## config.mk

```make
export PLATFORM = sky130hd
export DESIGN_NAME = conveyor_reject_controller
export DESIGN_NICKNAME = d
export VERILOG_FILES = /design/src/hw/rtl/crc_pkg.sv /design/src/hw/rtl/crc_cfg_regs.sv /design/src/hw/rtl/crc_step.sv /design/src/hw/rtl/conveyor_reject_controller.sv
export SDC_FILE = /design/constraint.sdc
export NUM_CORES = 1
export LEC_CHECK = 0
export ABC_AREA = 1
export BUFFER_PORTS_ARGS = -buffer_cell sky130_fd_sc_hd__buf_2
export CAP_MARGIN = 20
export CELL_PAD_IN_SITES_DETAIL_PLACEMENT = 1
export CELL_PAD_IN_SITES_GLOBAL_PLACEMENT = 2
export CORE_ASPECT_RATIO = 1.2
export CORE_MARGIN = 2
export CORE_UTILIZATION = 32
export DETAILED_ROUTE_END_ITERATION = 10
export GPL_TIMING_DRIVEN = 0
export PLACE_DENSITY_LB_ADDON = 0.05
export RECOVER_POWER = 100
export SETUP_SLACK_MARGIN = 0.02
export SLEW_MARGIN = 20
export SYNTH_ARGS = -nofsm -noshare
export SYNTH_HDL_FRONTEND = slang
export SYNTH_SLANG_ARGS = --single-unit
export TNS_END_PERCENT = 100
```

## constraint.sdc

```tcl
create_clock -name clk -period 3.87 [get_ports clk]
set_input_delay 0.1935 -clock clk [delete_from_list [all_inputs] [get_ports clk]]
set_output_delay 0.1935 -clock clk [all_outputs]
set_load 0.01 [all_outputs]
```

## src/hw/rtl/crc_pkg.sv

```systemverilog
// shared types, register indexes and reset constants for the conveyor reject controller
package crc_pkg;

    localparam int TICKS_W = 16;
    localparam int CFG_DATA_W = 16;
    localparam int CFG_INDEX_W = 3;
    localparam int IN_TDATA_W = 8;
    localparam int OUT_TDATA_W = 24;

    typedef enum logic [1:0] {
        MODE_OFF = 2'd0,
        MODE_RUN = 2'd1,
        MODE_REJ = 2'd2,
        MODE_EMG = 2'd3
    } mode_t;

    typedef enum logic [2:0] {
        CMD_TICK      = 3'd0,
        CMD_SPEED_UP  = 3'd1,
        CMD_SPEED_DN  = 3'd2,
        CMD_METAL_ON  = 3'd3,
        CMD_METAL_OFF = 3'd4,
        CMD_EMERGENCY = 3'd5,
        CMD_BUTTON    = 3'd6
    } cmd_t;

    typedef enum logic [CFG_INDEX_W-1:0] {
        REG_MIN_SPEED    = 3'd0,
        REG_SPEED_STEP   = 3'd1,
        REG_MAX_SPEED    = 3'd2,
        REG_BASE_ANGLE   = 3'd3,
        REG_REJECT_ANGLE = 3'd4,
        REG_HOLD_TICKS   = 3'd5,
        REG_BLINK_TICKS  = 3'd6
    } reg_index_t;

    typedef struct packed {
        logic [6:0]         min_speed;
        logic [6:0]         speed_step;
        logic [6:0]         max_speed;
        logic [7:0]         base_angle;
        logic [7:0]         reject_angle;
        logic [TICKS_W-1:0] hold_ticks;
        logic [TICKS_W-1:0] blink_ticks;
    } cfg_t;

    localparam cfg_t CFG_RESET = '{
        min_speed:    7'd0,
        speed_step:   7'd10,
        max_speed:    7'd100,
        base_angle:   8'd90,
        reject_angle: 8'd45,
        hold_ticks:   16'd1000,
        blink_ticks:  16'd250
    };

    // control state apart from the two countdowns
    typedef struct packed {
        mode_t      mode;
        logic [6:0] speed;
        logic [7:0] angle;
        logic       hold_armed;
        logic       blink_phase;
        logic       led;
        logic       edge_mode;
    } ctl_state_t;

    localparam ctl_state_t CTL_RESET = '{
        mode:        MODE_OFF,
        speed:       7'd0,
        angle:       8'd0,
        hold_armed:  1'b0,
        blink_phase: 1'b0,
        led:         1'b0,
        edge_mode:   1'b0
    };

    typedef struct packed {
        mode_t      mode;
        logic [6:0] belt_speed;
        logic       motor_on;
        logic       speed_update;
        logic [7:0] servo_angle;
        logic       led_on;
        logic       edge_mode;
    } res_t;

endpackage

```

## src/hw/rtl/crc_cfg_regs.sv

```systemverilog
// configuration register file for the conveyor reject controller
module crc_cfg_regs (
    input  logic                             clk,
    input  logic                             rst_n,
    input  logic                             wr_en,
    input  logic [crc_pkg::CFG_INDEX_W-1:0]  wr_index,
    input  logic [crc_pkg::CFG_DATA_W-1:0]   wr_data,
    output crc_pkg::cfg_t                    cfg
);

    crc_pkg::cfg_t cfg_reg;
    crc_pkg::cfg_t cfg_next;

    always_comb
    begin
        cfg_next = cfg_reg;
        if (wr_en)
        begin
            unique case (crc_pkg::reg_index_t'(wr_index))
                crc_pkg::REG_MIN_SPEED:    cfg_next.min_speed    = wr_data[6:0];
                crc_pkg::REG_SPEED_STEP:   cfg_next.speed_step   = wr_data[6:0];
                crc_pkg::REG_MAX_SPEED:    cfg_next.max_speed    = wr_data[6:0];
                crc_pkg::REG_BASE_ANGLE:   cfg_next.base_angle   = wr_data[7:0];
                crc_pkg::REG_REJECT_ANGLE: cfg_next.reject_angle = wr_data[7:0];
                crc_pkg::REG_HOLD_TICKS:   cfg_next.hold_ticks   = wr_data[15:0];
                crc_pkg::REG_BLINK_TICKS:  cfg_next.blink_ticks  = wr_data[15:0];
                default:                   cfg_next = cfg_reg;
            endcase
        end
    end

    always_ff @(posedge clk or negedge rst_n)
    begin
        if (!rst_n)
            cfg_reg <= crc_pkg::CFG_RESET;
        else
            cfg_reg <= cfg_next;
    end

    assign cfg = cfg_reg;

endmodule

```

## src/hw/rtl/crc_step.sv

```systemverilog
// next-state and result logic for one event of the conveyor reject controller
module crc_step #(
    parameter int TIMER_WIDTH = 16
) (
    input  crc_pkg::cfg_t           cfg,
    input  crc_pkg::ctl_state_t     state,
    input  logic [TIMER_WIDTH-1:0]  hold_count,
    input  logic [TIMER_WIDTH-1:0]  blink_count,
    input  crc_pkg::cmd_t           cmd,
    input  logic                    metal,
    output crc_pkg::ctl_state_t     state_next,
    output logic [TIMER_WIDTH-1:0]  hold_next,
    output logic [TIMER_WIDTH-1:0]  blink_next,
    output crc_pkg::res_t           result
);

    localparam logic [31:0] TMAX = 32'((64'd1 << TIMER_WIDTH) - 64'd1);

    // saturate to the timer range, zero loads as one
    function automatic logic [TIMER_WIDTH-1:0] timer_load(
        input logic [crc_pkg::TICKS_W-1:0] ticks
    );
        logic [31:0] ext;
        logic [31:0] sat;
        ext = 32'(ticks);
        sat = (ext > TMAX) ? TMAX : ext;
        if (sat == 32'd0)
            sat = 32'd1;
        return sat[TIMER_WIDTH-1:0];
    endfunction

    logic [TIMER_WIDTH-1:0] hold_load;
    logic [TIMER_WIDTH-1:0] blink_load;
    logic [TIMER_WIDTH-1:0] hold_dec;
    logic [TIMER_WIDTH-1:0] blink_dec;
    logic [7:0]             start_sum;
    logic [7:0]             inc_sum;
    logic [7:0]             dec_floor;
    logic [6:0]             dec_speed;
    logic                   upd;
    logic                   active;

    assign hold_load  = timer_load(cfg.hold_ticks);
    assign blink_load = timer_load(cfg.blink_ticks);
    assign hold_dec   = (hold_count != '0) ? hold_count - 1'b1 : hold_count;
    assign blink_dec  = (blink_count != '0) ? blink_count - 1'b1 : blink_count;
    assign start_sum  = {1'b0, cfg.min_speed} + {1'b0, cfg.speed_step};
    assign inc_sum    = {1'b0, state.speed} + {1'b0, cfg.speed_step};
    assign dec_floor  = start_sum;
    assign dec_speed  = ({1'b0, state.speed} >= dec_floor) ? state.speed - cfg.speed_step
                                                           : cfg.min_speed;
    assign active     = (state.mode == crc_pkg::MODE_RUN) || (state.mode == crc_pkg::MODE_REJ);

    always_comb
    begin
        state_next = state;
        hold_next  = hold_count;
        blink_next = blink_count;
        upd        = 1'b0;

        // off state: every defined event parks the servo first
        if (state.mode == crc_pkg::MODE_OFF)
        begin
            unique case (cmd) inside
                crc_pkg::CMD_TICK, crc_pkg::CMD_SPEED_UP, crc_pkg::CMD_SPEED_DN,
                crc_pkg::CMD_METAL_ON, crc_pkg::CMD_METAL_OFF, crc_pkg::CMD_EMERGENCY,
                crc_pkg::CMD_BUTTON: state_next.angle = cfg.base_angle;
                default:             state_next.angle = state.angle;
            endcase
        end

        unique case (cmd)
            crc_pkg::CMD_EMERGENCY:
            begin
                state_next.speed      = 7'd0;
                state_next.angle      = 8'd0;
                state_next.hold_armed = 1'b0;
                hold_next             = '0;
                state_next.edge_mode  = 1'b1;
                blink_next            = blink_load;
                state_next.mode       = crc_pkg::MODE_EMG;
            end
            crc_pkg::CMD_TICK:
            begin
                if (state.mode == crc_pkg::MODE_EMG)
                begin
                    if (blink_dec == '0)
                    begin
                        state_next.blink_phase = ~state.blink_phase;
                        state_next.led         = ~state.blink_phase;
                        blink_next             = blink_load;
                    end
                    else
                        blink_next = blink_dec;
                end
                if (state.hold_armed)
                begin
                    hold_next = hold_dec;
                    if (hold_dec == '0)
                    begin
                        state_next.hold_armed = 1'b0;
                        if (state.mode == crc_pkg::MODE_REJ)
                        begin
                            if (metal)
                            begin
                                hold_next             = hold_load;
                                state_next.hold_armed = 1'b1;
                            end
                            else
                            begin
                                state_next.angle = cfg.base_angle;
                                state_next.mode  = crc_pkg::MODE_RUN;
                            end
                        end
                    end
                end
            end
            crc_pkg::CMD_SPEED_UP:
            begin
                if (state.mode == crc_pkg::MODE_OFF)
                begin
                    state_next.speed = start_sum[7] ? 7'd127 : start_sum[6:0];
                    state_next.mode  = crc_pkg::MODE_RUN;
                    upd              = 1'b1;
                end
                else if (active)
                begin
                    state_next.speed = (inc_sum <= {1'b0, cfg.max_speed}) ? inc_sum[6:0]
                                                                         : cfg.max_speed;
                    upd              = 1'b1;
                end
            end
            crc_pkg::CMD_SPEED_DN:
            begin
                if (active)
                begin
                    state_next.speed = dec_speed;
                    upd              = 1'b1;
                    if (dec_speed <= cfg.min_speed)
                    begin
                        state_next.hold_armed = 1'b0;
                        hold_next             = '0;
                        state_next.angle      = 8'd0;
                        state_next.mode       = crc_pkg::MODE_OFF;
                    end
                end
            end
            crc_pkg::CMD_METAL_ON:
            begin
                if (state.mode == crc_pkg::MODE_RUN)
                begin
                    state_next.angle      = cfg.reject_angle;
                    hold_next             = hold_load;
                    state_next.hold_armed = 1'b1;
                    state_next.mode       = crc_pkg::MODE_REJ;
                end
            end
            crc_pkg::CMD_BUTTON:
            begin
                if (state.mode == crc_pkg::MODE_EMG)
                begin
                    blink_next           = '0;
                    state_next.edge_mode = 1'b0;
                    state_next.led       = 1'b0;
                    state_next.speed     = cfg.min_speed;
                    state_next.angle     = cfg.base_angle;
                    state_next.mode      = crc_pkg::MODE_OFF;
                end
            end
            default:
            begin
                upd = 1'b0;
            end
        endcase
    end

    always_comb
    begin
        result.mode         = state_next.mode;
        result.belt_speed   = state_next.speed;
        result.motor_on     = state_next.speed > cfg.min_speed;
        result.speed_update = upd;
        result.servo_angle  = state_next.angle;
        result.led_on       = state_next.led;
        result.edge_mode    = state_next.edge_mode;
    end

endmodule

```

## src/hw/rtl/conveyor_reject_controller.sv

```systemverilog
// top level of the conveyor reject controller: event register, state update, result register
// a request accepted into the input register passes through crc_step into the result register behind m_tvalid
// throughput: one request per cycle while m_tready is high; the input register refills while the result is taken
// the state update is one pass of compare, add and select in crc_step between two registers
// reset (rst_n low, asynchronous): mode off, speed, servo, timers and led cleared,
// configuration registers back to their defaults, both stream sides empty
module conveyor_reject_controller #(
    parameter int TIMER_WIDTH = 16
) (
    input  logic                                clk,
    input  logic                                rst_n,
    // event stream
    input  logic                                s_tvalid,
    output logic                                s_tready,
    input  logic [crc_pkg::IN_TDATA_W-1:0]      s_tdata,   // cmd[2:0], metal_present[3]
    // result stream
    output logic                                m_tvalid,
    input  logic                                m_tready,
    output logic [crc_pkg::OUT_TDATA_W-1:0]     m_tdata,   // mode[1:0], belt_speed[8:2],
                                                           // motor_on[9], speed_update[10],
                                                           // servo_angle[18:11], led_on[19],
                                                           // edge_mode[20]
    // configuration writes
    input  logic                                cfg_valid,
    output logic                                cfg_ready,
    input  logic [crc_pkg::CFG_INDEX_W-1:0]     cfg_index,
    input  logic [crc_pkg::CFG_DATA_W-1:0]      cfg_data
);

    // configuration registers, always ready to take a write
    crc_pkg::cfg_t cfg;

    assign cfg_ready = 1'b1;

    crc_cfg_regs u_cfg (
        .clk      (clk),
        .rst_n    (rst_n),
        .wr_en    (cfg_valid & cfg_ready),
        .wr_index (cfg_index),
        .wr_data  (cfg_data),
        .cfg      (cfg)
    );

    // input register holding one event request
    logic          in_valid_reg;
    crc_pkg::cmd_t in_cmd_reg;
    logic          in_metal_reg;

    // controller state
    crc_pkg::ctl_state_t    state_reg;
    crc_pkg::ctl_state_t    state_next;
    logic [TIMER_WIDTH-1:0] hold_count_reg;
    logic [TIMER_WIDTH-1:0] hold_count_next;
    logic [TIMER_WIDTH-1:0] blink_count_reg;
    logic [TIMER_WIDTH-1:0] blink_count_next;

    // result register
    logic          out_valid_reg;
    crc_pkg::res_t res_reg;
    crc_pkg::res_t res_next;

    // the held event moves on when the result slot is empty or being emptied
    logic advance;
    logic s_accept;

    assign advance  = in_valid_reg & (~out_valid_reg | m_tready);
    assign s_tready = ~in_valid_reg | advance;
    assign s_accept = s_tvalid & s_tready;

    crc_step #(
        .TIMER_WIDTH (TIMER_WIDTH)
    ) u_step (
        .cfg         (cfg),
        .state       (state_reg),
        .hold_count  (hold_count_reg),
        .blink_count (blink_count_reg),
        .cmd         (in_cmd_reg),
        .metal       (in_metal_reg),
        .state_next  (state_next),
        .hold_next   (hold_count_next),
        .blink_next  (blink_count_next),
        .result      (res_next)
    );

    // input stage control
    always_ff @(posedge clk or negedge rst_n)
    begin
        if (!rst_n)
            in_valid_reg <= 1'b0;
        else if (s_tready)
            in_valid_reg <= s_tvalid;
    end

    // input payload, no reset needed
    always_ff @(posedge clk)
    begin
        if (s_accept)
        begin
            in_cmd_reg   <= crc_pkg::cmd_t'(s_tdata[2:0]);
            in_metal_reg <= s_tdata[3];
        end
    end

    // state only changes when an event is processed
    always_ff @(posedge clk or negedge rst_n)
    begin
        if (!rst_n)
        begin
            state_reg       <= crc_pkg::CTL_RESET;
            hold_count_reg  <= '0;
            blink_count_reg <= '0;
        end
        else if (advance)
        begin
            state_reg       <= state_next;
            hold_count_reg  <= hold_count_next;
            blink_count_reg <= blink_count_next;
        end
    end

    // result stage control
    always_ff @(posedge clk or negedge rst_n)
    begin
        if (!rst_n)
            out_valid_reg <= 1'b0;
        else if (advance)
            out_valid_reg <= 1'b1;
        else if (m_tready)
            out_valid_reg <= 1'b0;
    end

    always_ff @(posedge clk)
    begin
        if (advance)
            res_reg <= res_next;
    end

    assign m_tvalid = out_valid_reg;
    assign m_tdata  = {3'b000, res_reg.edge_mode, res_reg.led_on, res_reg.servo_angle,
                       res_reg.speed_update, res_reg.motor_on, res_reg.belt_speed,
                       res_reg.mode};

    // the reject hold only runs while ejecting
    a_hold_only_rejecting : assert property (@(posedge clk) disable iff (!rst_n)
        state_reg.hold_armed |-> state_reg.mode == crc_pkg::MODE_REJ)
        else $error("reject hold armed outside rejecting mode");

    // edge mode is requested exactly while in emergency stop
    a_edge_mode_tracks_emg : assert property (@(posedge clk) disable iff (!rst_n)
        state_reg.edge_mode == (state_reg.mode == crc_pkg::MODE_EMG))
        else $error("edge mode out of step with emergency mode");

    // emergency stop always reports a stopped belt
    a_emg_belt_stopped : assert property (@(posedge clk) disable iff (!rst_n)
        (m_tvalid && res_reg.mode == crc_pkg::MODE_EMG) |-> res_reg.belt_speed == 7'd0)
        else $error("belt speed nonzero in emergency stop");

    // a processed event always produces a result in the next cycle
    a_advance_gives_result : assert property (@(posedge clk) disable iff (!rst_n)
        advance |=> m_tvalid)
        else $error("processed request produced no result");

endmodule

```

==> results.txt, run 1 <==
----------------------------------------------------
[Outcome]
  Outcome ... finished with violations
  Failing checks ... capacitance limit, slew limit, setup timing

[Clocking]
  Later-pin clock latency in the skew report ... 450 ps
  Root buf cell ... sky130_fd_sc_hd__clkbuf_16
  CTS HTree Levels ... 4
  Clock Sink Count ... between 100 and 150
  Clock tree from TritonCTS ... built
  CTS clock-pin slew for the worst setup and hold paths ... 60 ps
  Maximum number of buffers from clock root to sink ... 2
  Clock buffer count from CTS ... 17

[Synth]
  Summed instance area of the synthesized netlist ... 0.0108 mm2
  Total number of yosys warnings ... 0
  Number of library cell types mapped by synthesis ... 52
  Main synth FF type ... sky130_fd_sc_hd__dfrtp_1
  Most repeated cell in the gate-level netlist after synthesis ... sky130_fd_sc_hd__nand2_1
  Number of enable-type register cells in the synthesized netlist ... 25
  Sequential share of the synthesized area ... 36.1%
  Number of cells produced by synthesis ... between 1500 and 2000
  Synth area leader ... sky130_fd_sc_hd__dfrtp_1
  Share of synthesized flip-flops with an asynchronous set or reset ... 83.2%
  Average footprint of a synthesized cell ... 7.07 um2
  Area fraction of the dominant cell type after synthesis ... 23.0%
  Leading cell types by total area after synthesis ... sky130_fd_sc_hd__dfrtp_1 23%, sky130_fd_sc_hd__nand2_1 16%, sky130_fd_sc_hd__inv_1 7.2%
  Synthesized flop and latch total ... 149
  Commonest cells in the netlist ... 458 x sky130_fd_sc_hd__nand2_1, 207 x sky130_fd_sc_hd__inv_1, 132 x sky130_fd_sc_hd__nor2_1

[Detailed routing]
  First-pass iteration count of the detailed router ... 4
  Antenna violation net count after detailed routing ... 0
  Via count ... ~10000
  Via density per instance ... slightly below 5
  Count of routing violations after the opening detailed-route iteration ... 388
  WL per Instance ... approximately 19 um
  Total Wirelength ... 39.2 mm
  Drt drc ... 0

[Global route]
  GRT Total Usage ... 23.2%
  Global-route wire length before repair ... 61.8 mm
  Largest net degree at the start of global routing ... between 80 and 90
  Global route overflow ... 0
  Antenna violations before repair ... 0
  Via count of the first global-routing pass ... 11100

[Setup path]
  Critical path class ... register to register
  Most numerous cell on the critical path ... sky130_fd_sc_hd__nand2_2
  Worst setup slack for register-to-register paths ... -710 ps
  R2R depth ... 28
  CP Data Arrival Time ... roughly 4900 ps
  Crit-path slowest cell ... sky130_fd_sc_hd__dfrtp_2
  Kind of capture point of the worst setup path ... register
  Reg2Reg Launch Point ... u_cfg.cfg[55]$_DFFE_PN0P_
  Crit path buffers/inverters ... 4
  Worst r2r dst ... hold_count_reg[6]$_DFFE_PN0P_
  Largest fanout on the critical path ... 8
  Top cell family by delay on the critical path ... simple AND/OR/NAND/NOR gates
  Maximum cell stage delay along the critical path ... 430 ps
  Element type at the critical path start ... register
  Critical path data required time ... 4240 ps

[Timing]
  Number of failing hold endpoints at the final stage ... 0
  Final period demand of the worst path ... between 4000 and 5000 ps
  Setup repair after global routing missed its margin ... yes
  Worst clock skew ... approximately 12 ps
  Post-route clock period utilization ... 118%
  Worst-Margin Slew ... roughly 2300 ps
  Highest clock frequency the design can meet ... 218 MHz
  Max-slew violation total from the final report ... 40
  Setup Viol. Count Final ... 39
  Smallest hold slack ... 30.7 ps
  Worst-case headroom to the max-slew limit ... -55.9%
  Final WS setup ... -709 ps

[Place]
  Final weighted congestion in routability-driven placement ... 0.807
  Estimated wirelength of the detail-placed design ... around 30 mm
  Port Buffer Count ... 50

[Finish]
  Final nets ... 1741
  Layout Area Growth over Synthesis ... 25.1%
  Final core utilization ... 40.6%
  Layout cell share with drive strength beyond 1 ... 19.3%
  Flip-flop count of the largest register after layout ... 69
  N_diodes ... 0

[Die]
  Ports placed on the boundary ... a little under 60
  Std cell rows ... 73
  Placeable core region ... 0.0332 mm2
  Initial core utilization ... 32.5%
  Full die area ... 0.0351 mm2
  Die Width ... 171 um
  Die Y-Extent ... 205 um

[Job]
  Number of max-capacitance violations reported ... 1

[Pwr]
  Power density cells ... 743 mW/mm2
  Leak Pwr ... 0.00645 uW
  Maximum vdd drop ... just under 0.4 mV

[Worst hold path]
  Worst Hold Path Cells ... 3
  Startpoint of the most critical hold path ... cfg_data[13]
  Endpoint of the worst hold-timing path ... u_cfg.cfg[29]$_DFFE_PN0P_
  Worst min path class ... input port to register

----------------------------------------------------
[power by group]
part	internal, uW	switching [uW]	leakage (uW)
Clock	1020	715	0.000295
Combinational	2210	3420	0.00445
Sequential	2130	517	0.00171
[worst max path at each step]
stage | from | endpoint | slack (ps) | cells past startpoint
after floorplan | u_cfg.cfg[62]$_DFFE_PN0P_ | hold_count_reg[3]$_DFFE_PN0P_ | -130 | 25
after global placement | u_cfg.cfg[57]$_DFFE_PN0P_ | hold_count_reg[6]$_DFFE_PN0P_ | -1250 | 25
after detailed placement | u_cfg.cfg[57]$_DFFE_PN0P_ | hold_count_reg[6]$_DFFE_PN0P_ | -1220 | 25
after CTS | u_cfg.cfg[62]$_DFFE_PN0P_ | hold_count_reg[6]$_DFFE_PN0P_ | -640 | 25
after global routing | u_cfg.cfg[58]$_DFFE_PN1P_ | m_tdata[9]$_DFFE_PP_ | -980 | 31
final | u_cfg.cfg[55]$_DFFE_PN0P_ | hold_count_reg[6]$_DFFE_PN0P_ | -710 | 28
[layout make-up]
type	count	area, um2
flip-flops and latches	149	3890
clock inverters	11	120
well taps	450	563
multi-input cells	1117	6600
repair buffers	106	714
clock buffers	21	482
inverters	212	813
fillers	4131	19700
plain buffers	45	278
[worst register-to-register path, delay by kind of cell (launching register included)]
family / cells / cell delay [ps]
adder cells (fa/ha/maj): 4 / 1050
AO/OA/AOI/OAI: 7 / 970
flip-flops: 1 / 430
XOR/XNOR: 1 / 150
AND/OR/NAND/NOR: 12 / 1330
buffers and inverters: 4 / 590
[layout by cell type, fill, tap and decap left out, types with 12 or more instances in the layout]
master,Yosys,layout
sky130_fd_sc_hd__nand2_1,458,425
sky130_fd_sc_hd__inv_1,207,201
sky130_fd_sc_hd__nor2_1,132,110
sky130_fd_sc_hd__nand3_1,115,105
sky130_fd_sc_hd__o21ai_0,110,102
sky130_fd_sc_hd__dfrtp_1,99,94
sky130_fd_sc_hd__clkbuf_1,32,57
sky130_fd_sc_hd__a21oi_1,53,47
sky130_fd_sc_hd__ha_1,58,44
sky130_fd_sc_hd__buf_4,4,38
sky130_fd_sc_hd__nand2_2,7,28
sky130_fd_sc_hd__nand4_1,26,26
sky130_fd_sc_hd__buf_2,3,26
sky130_fd_sc_hd__edfxtp_1,25,25
sky130_fd_sc_hd__dfstp_2,25,24
sky130_fd_sc_hd__nor2_2,10,19
sky130_fd_sc_hd__clkbuf_16,0,19
sky130_fd_sc_hd__nor2_4,4,17
sky130_fd_sc_hd__o211ai_1,16,16
sky130_fd_sc_hd__nand3_2,7,15
sky130_fd_sc_hd__buf_6,6,15
sky130_fd_sc_hd__xor2_1,16,14
sky130_fd_sc_hd__nand2_4,2,13
sky130_fd_sc_hd__ha_4,0,13
sky130_fd_sc_hd__a22oi_2,10,12
[cells by family (layout without fill, tap and decap cells)]
group,count (synthesis),count (layout),share of synthesized area (%)
XOR/XNOR,17,17,1.38
other,2,4,0.0698
buffers and inverters,258,395,9.62
flip-flops,149,149,36.1
AND/OR/NAND/NOR,778,779,30.9
AO/OA/AOI/OAI,254,254,14.4
adder cells (fa/ha/maj),61,61,7.30
multiplexers,2,2,0.186
[routing by layer]
| layer | vias up | share of wire [%] | global-route usage, % |
|---|---|---|---|
| met5 | - | 0 | 0 |
| met3 | 36 | 2.0 | 2.90 |
| li1 | 5193 | - | - |
| met4 | 0 | 2.1 | 6.99 |
| met2 | 104 | 53 | 43.0 |
| met1 | 5120 | 43 | 27.7 |
[per-stage QoR]
step | instance area (um2) | power, uW | setup slack [ps] | instances | TNS, ps
floorplan | 10900 | 5670 | -132 | 1523 | -2040
global placement | 11700 | 7080 | -1250 | 2023 | -32860
detailed placement | 11700 | 7170 | -1220 | 2025 | -32040
CTS | 12900 | 9610 | -641 | 2084 | -19470
global route | 13500 | 10900 | -977 | 2111 | -43110
finish | 13500 | 10000 | -709 | 2111 | -21810
[repair_timing]
item / in CTS / in global routing
endpoints found under the hold margin: 44 / 1
resized for setup: 93 / 106
pin swaps: 27 / 38
cloned: 3 / 1
buffers inserted: 18 / 26
endpoints found under the setup margin: 43 / 52
hold buffers: 7 / 1
Note: power is estimated with default switching activity, not from simulation.
==> inputs of run 2 (changes only) <==
--- a/config.mk
+++ b/config.mk
@@ -11,7 +11,6 @@
 export CELL_PAD_IN_SITES_DETAIL_PLACEMENT = 1
 export CELL_PAD_IN_SITES_GLOBAL_PLACEMENT = 2
 export CORE_ASPECT_RATIO = 1.2
-export CORE_MARGIN = 2
 export CORE_UTILIZATION = 32
 export DETAILED_ROUTE_END_ITERATION = 10
 export GPL_TIMING_DRIVEN = 0
==> results.txt, run 2 (synthesis results as in run 1) <==
----------------------------------------------------
[Setup path]
  CP Data Arrival Time ... between 4000 and 5000 ps
  Critical path data required time ... 4240 ps
  Reg2Reg Launch Point ... u_cfg.cfg[62]$_DFFE_PN0P_
  Worst setup startpoint ... u_cfg.cfg[62]$_DFFE_PN0P_
  Largest fanout on the critical path ... 7
  Kind of capture point of the worst setup path ... register
  Element type at the critical path start ... register
  Critical path class ... register to register

[Global route]
  Global route overflow ... 0
  Largest net degree at the start of global routing ... 88
  Antenna violations before repair ... 0
  Via count of the first global-routing pass ... 11000
  Global-route wire length before repair ... 60.6 mm
  GRT Total Usage ... approximately a quarter

[Pwr]
  Share of total power in sequential cells ... 25.7%
  Combinational share of power ... between 50% and 60%
  Maximum vdd drop ... 0.370 mV
  Switching power ... 4760 uW
  Internal Dissipation ... 5560 uW
  Power density cells ... 753 mW/mm2
  Fraction of power consumed by the clock network ... between 15 and 20%
  Switching share of total power ... 46.2%
  Leak Pwr ... 0.00649 uW

[Die]
  Die Y-Extent ... 203 um
  Placeable core region ... 0.0332 mm2
  Initial core utilization ... 32.5%
  Die Width ... 169 um
  Full die area ... 0.0344 mm2
  Std cell rows ... 73
  Ports placed on the boundary ... 59

[Place]
  Instance area at placement ... 0.0117 mm2
  Estimated wirelength of the detail-placed design ... 30.0 mm
  Port Buffer Count ... 50
  Final weighted congestion in routability-driven placement ... ~0.84

[Outcome]
  Failing checks ... capacitance limit, slew limit, setup timing
  Outcome ... finished with violations

[Clocking]
  CTS HTree Levels ... 4
  Maximum number of buffers from clock root to sink ... 2
  CTS clock-pin slew for the worst setup and hold paths ... 60 ps
  Clock Sink Count ... 149
  Later-pin clock latency in the skew report ... 450 ps
  Clock buffer count from CTS ... 17
  Root buf cell ... sky130_fd_sc_hd__clkbuf_16
  Clock tree from TritonCTS ... built

[Timing]
  Setup repair after global routing missed its margin ... yes
  Number of failing hold endpoints at the final stage ... 0
  Highest clock frequency the design can meet ... 220 MHz
  Final WS setup ... -677 ps
  Final period demand of the worst path ... approximately 4500 ps
  Setup Viol. Count Final ... 39
  Setup_tns ... -22370 ps
  Worst-case headroom to the max-slew limit ... -55.6%
  Worst-Margin Slew ... between 2000 and 2500 ps
  Worst clock skew ... 11.0 ps
  Max-slew violation total from the final report ... 39
  Post-route clock period utilization ... 117%

[Detailed routing]
  Count of routing violations after the opening detailed-route iteration ... 407
  Via count ... 10400
  First-pass iteration count of the detailed router ... 4
  Drt drc ... 0
  Via density per instance ... just under 5
  Total Wirelength ... 39.3 mm
  WL per Instance ... 18.6 um
  Antenna violation net count after detailed routing ... 0

[Finish]
  Sequential Area ... 0.00389 mm2
  Layout cell share with drive strength beyond 1 ... 21.3%
  Most common cell after layout, fill and taps aside ... sky130_fd_sc_hd__nand2_1
  Most frequent cells in the layout ... 414 x sky130_fd_sc_hd__nand2_1, 200 x sky130_fd_sc_hd__inv_1, 109 x sky130_fd_sc_hd__nor2_1
  Final nets ... 1743
  Flip-flop count of the largest register after layout ... 69
  N_diodes ... 0
  Post-layout instance area ... 0.0137 mm2
  Layout Area Growth over Synthesis ... 27.4%
  Filler Cell Count ... 4129
  Multi-input gate area ... between 0.006 and 0.007 mm2

[Worst hold path]
  Startpoint of the most critical hold path ... m_tready
  Worst min path class ... input port to register

[Job]
  Number of max-capacitance violations reported ... 1

----------------------------------------------------
-- run 2: cell types whose count changed in the layout (fill, tap and decap cells not counted), sizes merged --
cell / before / now
clkbuf: 80 / 77
nand2: 468 / 467
dlygate4sd3: 8 / 6
bufinv: 2 / 4
clkinvlp: 4 / 3
buf: 84 / 92
clkinv: 6 / 5
-- run 2: path summary, 6_finish.rpt --
kind                                                   end  slack [ps]  depth (start not counted)
max reg2reg                  hold_count_reg[6]$_DFFE_PN0P_        -680                         27
min                                   m_tvalid$_DFFE_PN0P_          30                          4
min in group asynchronous  blink_count_reg[12]$_DFFE_PN0P_         990                          2
min reg2reg                       state_reg[2]$_DFFE_PN0P_         470                          1
max                          hold_count_reg[6]$_DFFE_PN0P_        -680                         27
max in group asynchronous        u_cfg.cfg[64]$_DFFE_PN0P_         290                          3
-- run 2: area by class of cell --
| cell class | count | area share [%] |
|---|---|---|
| timing repair buffer | 109 | 5.48 |
| multi-input combinational | 1116 | 49.3 |
| tap | 450 | 4.11 |
| clock buffer | 21 | 3.43 |
| buffer | 45 | 1.97 |
| clock inverter | 11 | 1.23 |
| inverter | 212 | 6.02 |
| sequential | 149 | 28.4 |
-- run 2: critical path: stages (launching register included) --
cell	delay [ps]
sky130_fd_sc_hd__dfrtp_2	440
sky130_fd_sc_hd__ha_4	170
sky130_fd_sc_hd__fa_2	360
sky130_fd_sc_hd__nand3_2	80
sky130_fd_sc_hd__nand2_2	70
sky130_fd_sc_hd__a21oi_2	140
sky130_fd_sc_hd__o21ai_2	80
sky130_fd_sc_hd__xor2_2	150
sky130_fd_sc_hd__ha_1	300
sky130_fd_sc_hd__nand4_1	130
sky130_fd_sc_hd__or2_0	230
sky130_fd_sc_hd__buf_4	160
sky130_fd_sc_hd__nand2_8	90
sky130_fd_sc_hd__buf_6	130
sky130_fd_sc_hd__nand2_4	60
sky130_fd_sc_hd__and2_4	150
sky130_fd_sc_hd__ha_4	270
sky130_fd_sc_hd__nand2_4	50
sky130_fd_sc_hd__nor2_4	80
sky130_fd_sc_hd__nand4_1	100
sky130_fd_sc_hd__nand3_1	120
sky130_fd_sc_hd__nand2_2	90
sky130_fd_sc_hd__nor4_4	240
sky130_fd_sc_hd__buf_4	180
sky130_fd_sc_hd__o21ai_4	130
sky130_fd_sc_hd__buf_8	200
sky130_fd_sc_hd__nand2_4	60
sky130_fd_sc_hd__a21boi_4	190
-- run 2: timing repair --
item | CTS | global route
hold endpoints to repair | 42 | 0
hold buffers | 6 | 0
cloned | 2 | 1
gates resized for setup | 91 | 153
setup endpoints to repair | 44 | 52
setup buffers | 19 | 31
pin swaps | 44 | 62
-- run 2: per-stage QoR --
step | hold WS, ps | setup WS (ps) | instances | power, uW | utilization, %
after floorplan | -102 | -132 | 1523 | 5670 | -
after global placement | 371 | -1250 | 2023 | 7080 | 35.2
after detailed placement | 102 | -1300 | 2025 | 7170 | 35.4
after CTS | 12.4 | -754 | 2084 | 9600 | 38.9
after global routing | 31.7 | -887 | 2113 | 11100 | 41.3
final | 28.0 | -677 | 2113 | 10300 | 41.3
-- run 2: power groups by stage --
stage	Clock, uW	Sequential, uW	Combinational (uW)
CTS	1900	2650	5050
global placement	0	2670	4410
finish	1850	2650	5820
detailed placement	0	2670	4500
floorplan	0	2490	3180
global route	1950	2720	6480
-- run 2: layer usage --
| layer | share of wire [%] | GRT usage, % | vias up |
|---|---|---|---|
| li1 | - | - | 5190 |
| met1 | 44 | 28.1 | 5077 |
| met2 | 52 | 43.0 | 116 |
| met3 | 1.9 | 3.14 | 47 |
| met4 | 2.4 | 6.98 | 0 |
| met5 | 0 | 0 | - |
